`config.mk`:
```
export PLATFORM = sky130hd
export DESIGN_NAME = gbm_ctrl
export DESIGN_NICKNAME = d
export VERILOG_FILES = /design/src/hdl/gbm_pkg.sv /design/src/hdl/gbm_ctrl.sv
export SDC_FILE = /design/constraint.sdc
export NUM_CORES = 1
export LEC_CHECK = 0
export BUFFER_PORTS_ARGS = -buffer_cell sky130_fd_sc_hd__buf_4
export CAP_MARGIN = 20
export CORE_MARGIN = 2
export CORE_UTILIZATION = 64
export CTS_CLUSTER_DIAMETER = 100
export DETAILED_ROUTE_END_ITERATION = 12
export PLACE_DENSITY_LB_ADDON = 0.1
export SYNTH_ARGS = -nofsm -noshare
export SYNTH_HDL_FRONTEND = slang
export SYNTH_SLANG_ARGS = --single-unit
```
`constraint.sdc`:
```
create_clock -name clk -period 7.5 [get_ports clk]
set_input_delay 1.5 -clock clk [delete_from_list [all_inputs] [get_ports clk]]
set_output_delay 1.5 -clock clk [all_outputs]
set_load 0.02 [all_outputs]
```
`src/hdl/gbm_pkg.sv`:
```
// Package for greedy_box_merge_max: constants, box record, controller/datapath link types.
// Depends on nothing.
`timescale 1ns / 1ps
package gbm_pkg;
  localparam int MaxBoxesDef  = 64;
  localparam int CoordBitsDef = 14;
  localparam int ConfBits     = 16;
  localparam int ThreshBits   = 8;
  localparam logic [ThreshBits-1:0] ThreshReset = 8'd128;

  typedef struct packed {
    logic load;       // write input beat into box store
    logic sort_cap;   // capture box being inserted
    logic sort_step;  // write hole: shifted entry or inserted box
    logic walk_cap;   // capture box being merged
    logic kept_cmp;   // evaluate overlap against kept entry
    logic kept_wr;    // write captured box into kept table at kidx
    logic emit_cap;   // capture output beat
  } gbm_cmd_t;

  typedef struct packed {
    logic meet;       // captured box meets current kept entry
    logic higher;     // captured box has higher confidence
  } gbm_stat_t;
endpackage

```
`src/hdl/gbm_ctrl.sv`:
```
// Controller: load, in-place width sort, merge walk and emit sequencing.
// Depends on gbm_pkg.
`timescale 1ns / 1ps
module gbm_ctrl #(
  parameter int MaxBoxes = gbm_pkg::MaxBoxesDef,
  localparam int AW = $clog2(MaxBoxes),
  localparam int CW = $clog2(MaxBoxes + 1)
) (
  input  logic              clk,
  input  logic              rst,
  input  logic              in_valid,
  input  logic              in_last,
  output logic              in_ready,
  output logic              out_valid,
  input  logic              out_ready,
  output logic              out_last,
  output logic              overflow,
  output gbm_pkg::gbm_cmd_t cmd,
  output logic [AW-1:0]     load_addr,
  output logic [AW-1:0]     box_raddr,
  output logic [AW-1:0]     sort_j,
  input  logic              sort_move,
  output logic [AW-1:0]     kidx,
  input  gbm_pkg::gbm_stat_t stat
);
  import gbm_pkg::*;
  typedef enum logic [12:0] {
    S_LOAD  = 13'b0000000000001,
    S_SRD   = 13'b0000000000010,
    S_SCAP  = 13'b0000000000100,
    S_MRD   = 13'b0000000001000,
    S_MSTEP = 13'b0000000010000,
    S_WRD   = 13'b0000000100000,
    S_WCAP  = 13'b0000001000000,
    S_KRD   = 13'b0000010000000,
    S_KPIPE = 13'b0000100000000,
    S_KDEC  = 13'b0001000000000,
    S_ERD   = 13'b0010000000000,
    S_ECAP  = 13'b0100000000000,
    S_EOUT  = 13'b1000000000000
  } state_t;

  state_t state;
  logic [CW-1:0] nload, nkept, pos, widx, k;
  logic [AW-1:0] j;
  logic [1:0] pcnt;
  logic drop;

  assign load_addr = nload[AW-1:0];
  assign sort_j    = j;
  assign kidx      = k[AW-1:0];
  assign in_ready  = (state == S_LOAD);
  assign overflow  = drop;
  assign out_last  = (k + CW'(1) == nkept);

  logic acc;
  assign acc = in_valid && in_ready;

  always_comb begin
    unique case (state)
      S_SRD:   box_raddr = pos[AW-1:0];
      S_MRD:   box_raddr = (j == '0) ? '0 : j - AW'(1);
      default: box_raddr = widx[AW-1:0];
    endcase
  end

  always_comb begin
    cmd = '0;
    unique case (state)
      S_LOAD:  cmd.load = acc && (nload != CW'(MaxBoxes));
      S_SCAP:  cmd.sort_cap = 1'b1;
      S_MSTEP: cmd.sort_step = 1'b1;
      S_WCAP:  cmd.walk_cap = 1'b1;
      S_KPIPE: cmd.kept_cmp = (pcnt == 2'd3);
      S_KDEC:  cmd.kept_wr = (k == nkept) ? (nkept != CW'(MaxBoxes))
                             : (stat.meet && stat.higher);
      S_ECAP:  cmd.emit_cap = 1'b1;
      default: cmd = '0;
    endcase
  end

  always_ff @(posedge clk) begin
    if (rst) begin
      state <= S_LOAD; nload <= '0; nkept <= '0; drop <= 1'b0;
      pos <= '0; widx <= '0; k <= '0; j <= '0; pcnt <= '0; out_valid <= 1'b0;
    end else begin
      unique case (state)
        S_LOAD: if (acc) begin
          if (nload != CW'(MaxBoxes)) nload <= nload + CW'(1);
          else drop <= 1'b1;
          if (in_last) begin
            pos <= '0; widx <= '0; k <= '0; nkept <= '0;
            state <= S_SRD;
          end
        end
        S_SRD: state <= S_SCAP;
        S_SCAP: begin j <= pos[AW-1:0]; state <= S_MRD; end
        S_MRD: state <= S_MSTEP;
        S_MSTEP: begin
          if (sort_move) begin
            j <= j - AW'(1); state <= S_MRD;
          end else if (pos + CW'(1) == nload) state <= S_WRD;
          else begin pos <= pos + CW'(1); state <= S_SRD; end
        end
        S_WRD: state <= S_WCAP;
        S_WCAP: begin k <= '0; state <= (nkept == '0) ? S_KDEC : S_KRD; end
        S_KRD: begin pcnt <= '0; state <= S_KPIPE; end
        S_KPIPE: begin
          pcnt <= pcnt + 2'd1;
          if (pcnt == 2'd3) state <= S_KDEC;
        end
        S_KDEC: begin
          if (k == nkept || stat.meet) begin
            if (k == nkept && nkept != CW'(MaxBoxes)) nkept <= nkept + CW'(1);
            if (widx + CW'(1) == nload) begin
              k <= '0; state <= S_ERD;
            end else begin
              widx <= widx + CW'(1); state <= S_WRD;
            end
          end else begin
            k <= k + CW'(1);
            state <= (k + CW'(1) == nkept) ? S_KDEC : S_KRD;
          end
        end
        S_ERD: state <= S_ECAP;
        S_ECAP: begin out_valid <= 1'b1; state <= S_EOUT; end
        S_EOUT: if (out_ready) begin
          out_valid <= 1'b0;
          if (out_last) begin
            nload <= '0; nkept <= '0; drop <= 1'b0; state <= S_LOAD;
          end else begin
            k <= k + CW'(1); state <= S_ERD;
          end
        end
        default: state <= S_LOAD;
      endcase
    end
  end
endmodule

```
---- Word level (Yosys, flattened, before mapping) ----
Index checks and enable logic that the tools add are counted.
storage, ports and cells
  bits in registers ....................... 58
  output and inout bits ................... 35
  logic and storage cells ................. 129
operators by class
  add/subtract/negate cells ............... 7
  multiplexer cells ....................... 53
  equal/unequal tests ..................... 35
  reductions and logical operators ........ 24
operator list
  cell                  number
  $pmux 13 s13          1
  $mux 7                16
  $mux 13               5
  $pmux 7 s2            3
  $add 7x1->7 const B   5
  $eq 7x7->1            4
  $pmux 7 s4            1
  $mux 6                4
  $ne 2x2->1 const B    12
  $pmux 6 s2            2
  $mux 11               2
  $pmux 7 s3            1
  $mux 10               2
  $reduce_and 5->1      4
  $ne 7x7->1 const B    2
  $eq 13x1->1 const B   1
  $eq 13x10->1 const B  1
  $eq 13x11->1 const B  1
  $eq 13x12->1 const B  1
  $eq 13x13->1 const B  1
  $eq 13x2->1 const B   1
  $eq 13x3->1 const B   1
  $eq 13x4->1 const B   1
  $eq 13x5->1 const B   1
  23 further kinds      46

---- Logic depth before layout (Yosys ltp) ----
  depth after elaboration ................. 5
  mapped depth ............................ 11
  mapped depth without buffers ............ 9

---- Worst setup path after synthesis ----
OpenSTA, ideal clock, no wires.
  path kind ............................... input to output
  from .................................... input in_valid
  to ...................................... output cmd[6] (netlist name)
  buffers on the path ..................... 1
  arrival ................................. 2126 ps
  path slack .............................. 3874 ps
  cell stages on the path ................. 4
  cell sequence ........................... nand2_1 > or2_2 > clkbuf_1 > inv_1
RTL lines
  element             line            RTL
  start: declaration  gbm_ctrl.sv:11  input logic in_valid,
  end: declaration    gbm_ctrl.sv:18  output gbm_pkg::gbm_cmd_t cmd,

---- Worst setup path in the final report ----
  from .................................... register k[0]
  to ...................................... output out_last
on the way
  word-level cells in the longest chain between the ends .. 2
RTL lines
  element                   line             RTL
  start: declaration        gbm_ctrl.sv:44   logic [CW-1:0] nload, nkept, pos, widx, k;
  start signal: assignment  gbm_ctrl.sv:121  k <= k + CW'(1);
  $add 7x1->7               gbm_ctrl.sv:54   assign out_last = (k + CW'(1) == nkept);
  $eq 7x7->1                gbm_ctrl.sv:54
  end: declaration          gbm_ctrl.sv:16   output logic out_last,
Every way passes these cells.

==> out/metrics.cfg <==
[yosys]
synthMuxAreaShare_pct = 1.809
netlist_area_um2 = 4080
synth-compound-area-share_pct = 20.24
synth_edf_count = 0
syn_avg_cell_area_um2 = 7.907
yosysSeqAreaShare_pct = 28.46
syn_inst = 516
synth-main-ff-cell = dfxtp_1
synth-adder-area-share_pct = 3.067
synth-seq-cells = 58
ys_warn_count = 0
async_flop_share_pct = 0
synth_xor_area_share_pct = 9.629
synthDistinctLibCells = 74
synth_top_family_by_area = simple AND/OR/NAND/NOR gates
yosys.area_share.simple_pct = 29.87
synth_fp_nets = 534

[setup_path]
endpoint_kind = output port
worst_setup_path_start_kind = register
cp.arrival_ns = 2.63
cp_max_fo = 10
cp_slowest_cell = dfxtp_1
critPathKind = reg2out
cp_top_family = compound AO/OA/AOI/OAI gates
reg2regPathDepth = 8
critPathBufInv = 1
rr_endpoint = nkept[3]$_SDFFE_PP0P_
critPathRequiredTime_ns = 6.00
critical_path.cell_chain = ha_1 -> nor4bb_1 -> a2111oi_2 -> a2111oi_4 -> o21a_1 -> buf_4
rr_startpoint = k[0]$_SDFFE_PP0P_
slowest_delay_ns = 0.46
r2r_slack_ns = 4.56

[floorplan]
fp.dieArea_um2 = 7030
chipHeight_um = 83.85
initial_core_util_pct = 65.38
core_um2 = 6241
die_width_um = 83.85
num_rows = 29
ios = 43

[timing]
drv_slew = 0
period_needed_ns = 4.125
fin_tns_setup_ns = 0
rsz0062_at_grt = false
worstMarginPinSlew_ns = 0.9800
hold_viol = 0
finClkSkew_ns = 0.008251
fmax_mhz = 242.4
post-route-period-util_pct = 55.00
setup_viol = 0
max_slew_margin_pct = 32.98

[placed_design]
port_buffers = 42
place_congestion = 0.9128
placedCellCount = 597
hpwl_um = 7277

[status]
status = finished clean

[power_and_ir_drop]
power_mw = 0.7651
leakage_nw = 1.852
powerDensity_nw_per_um2 = 169.1
irDropWorstVdd_mv = 0.1722

[cts]
root_buffer = clkbuf_8
cts_buffers = 9
clock_sinks = 58
clock_latency_ns = 0.34
path_clk_slew_ns = 0.06
cts_tree = done
postCtsHoldBufs = 0
postCtsSetupRepairBufs = 0
cts.path.max_buffers = 2
htree_levels = 3
cts.repair.resized = 0

[hold_path]
holdPathEnd = pcnt[0]$_SDFFE_PP0P_
hold_depth = 2
hold_class = reg2reg
min_from = pcnt[0]$_SDFFE_PP0P_

[drt]
via_count = 3848
finalWirelength_um = 9996
drcViolationCount = 0
ant_nets = 0
first_pass_iters = 5
drt_iter0_drc = 268
vias_per_cell = 6.277
wl_per_cell_um = 16.31

[grt]
grt_max_degree = 32
antenna_found_initial = 0
gr-total-overflow = 0
grt.total_usage_pct = 29.14
grt_pass1_wl_um = 16680
grt_pass1_vias = 3516

[job]
cap_violations = 0

[finish]
n_antenna_cell = 0
syn2layout_area_growth_pct = 10.89
nNetsFinal = 549
num-fill-cells = 532
post_route_cells_drive_above_1_share_pct = 16.23
seqCellArea_um2 = 1161
multi_input_area_um2 = 2636
layout.cells.non_filler = 613

worst max path at each step:
stage,from,to,depth (start not counted)
after global placement,in_valid,cmd[6],5
after floorplan,in_valid,cmd[6],4
after detailed placement,k[1]$_SDFFE_PP0P_,out_last,6
after CTS,k[1]$_SDFFE_PP0P_,out_last,6
final,k[0]$_SDFFE_PP0P_,out_last,6
after global routing,state[4]$_SDFFE_PP0P_,box_raddr[2],7
power by group:
part / switching (mW) / internal [mW] / total [mW]
Clock: 0.130 / 0.238 / 0.368
Combinational: 0.0500 / 0.0299 / 0.0799
Sequential: 0.00662 / 0.311 / 0.318
Total: 0.186 / 0.579 / 0.765
registers in the layout, indices dropped and copies added (netlist names):
register and flops:
nkept 7, pcnt 2, sort_j 6, nload 7, overflow 1, k 7
out_valid 1, pos 7, state 13, widx 7
kinds of logic (layout without fill, tap and decap cells):
family | count (synthesis) | after routing
AND/OR/NAND/NOR | 222 | 222
AO/OA/AOI/OAI | 120 | 120
flip-flops | 58 | 58
buffers and inverters | 55 | 75
XOR/XNOR | 44 | 44
adder cells (fa/ha/maj) | 10 | 10
multiplexers | 7 | 7
per-stage QoR:
stage | worst slack [ns] | cell area (um^2) | util (%) | hold WS [ns]
5_1_grt | 3.139 | 4524 | 72.49 | 0.5015
6_report | 3.375 | 4524 | 72.49 | 0.4845
3_5_place_dp | 3.710 | 4273 | 68.46 | 0.4812
2_1_floorplan | 3.874 | 4080 | - | 0.4516
3_3_place_gp | 3.715 | 4273 | 68.46 | 0.4599
4_1_cts | 3.359 | 4524 | 72.49 | 0.4909
layout make-up:
type / instances / area share [%]
clock buffer: 11 / 3.346
sequential: 58 / 25.66
tap: 77 / 2.129
inverter: 17 / 1.410
multi-input combinational: 403 / 58.27
timing repair buffer: 42 / 6.969
clock inverter: 5 / 2.212
worst reg2reg max path, stage by stage, from the launching register on:
cell and delay, ns:
dfxtp_1 0.46, ha_1 0.29, nor4bb_1 0.39, a2111oi_2 0.11
a2111oi_4 0.41, o21a_1 0.42, o21ai_2 0.16, or4b_1 0.51
a21oi_1 0.14
layout by cell type, fill, tap and decap left out, types with 16 or more instances in the layout:
cell	instances
a21oi_1	35
buf_4	42
dfxtp_1	58
inv_1	16
nand2_1	39
nand3_1	22
nor2_1	61
o21ai_0	26
xnor2_1	22
xor2_1	21
metal layers:
metal	vias to the layer above	part of all wire [%]	global-route usage (%)
met4	0	1.8	11.14
met2	116	49	48.36
met1	1849	44	37.65
met5	-	0	0
li1	1868	-	-
met3	15	5.1	5.341
Yosys cell counts, types with 12 or more instances:
| master | n | share of area [%] |
|---|---|---|
| clkbuf_1 | 14 | 1.3 |
| nand2_1 | 39 | 3.6 |
| buf_4 | 14 | 2.6 |
| and3_1 | 12 | 1.8 |
| inv_1 | 16 | 1.5 |
| dfxtp_1 | 58 | 28 |
| xnor2_1 | 22 | 4.7 |
| o21ai_0 | 26 | 3.2 |
| nor2_1 | 61 | 5.6 |
| xor2_1 | 21 | 4.5 |
| nor3_1 | 13 | 1.6 |
| a21oi_1 | 35 | 4.3 |
| nand3_1 | 22 | 2.7 |
No activity file was read; power rests on OpenSTA's default activity.
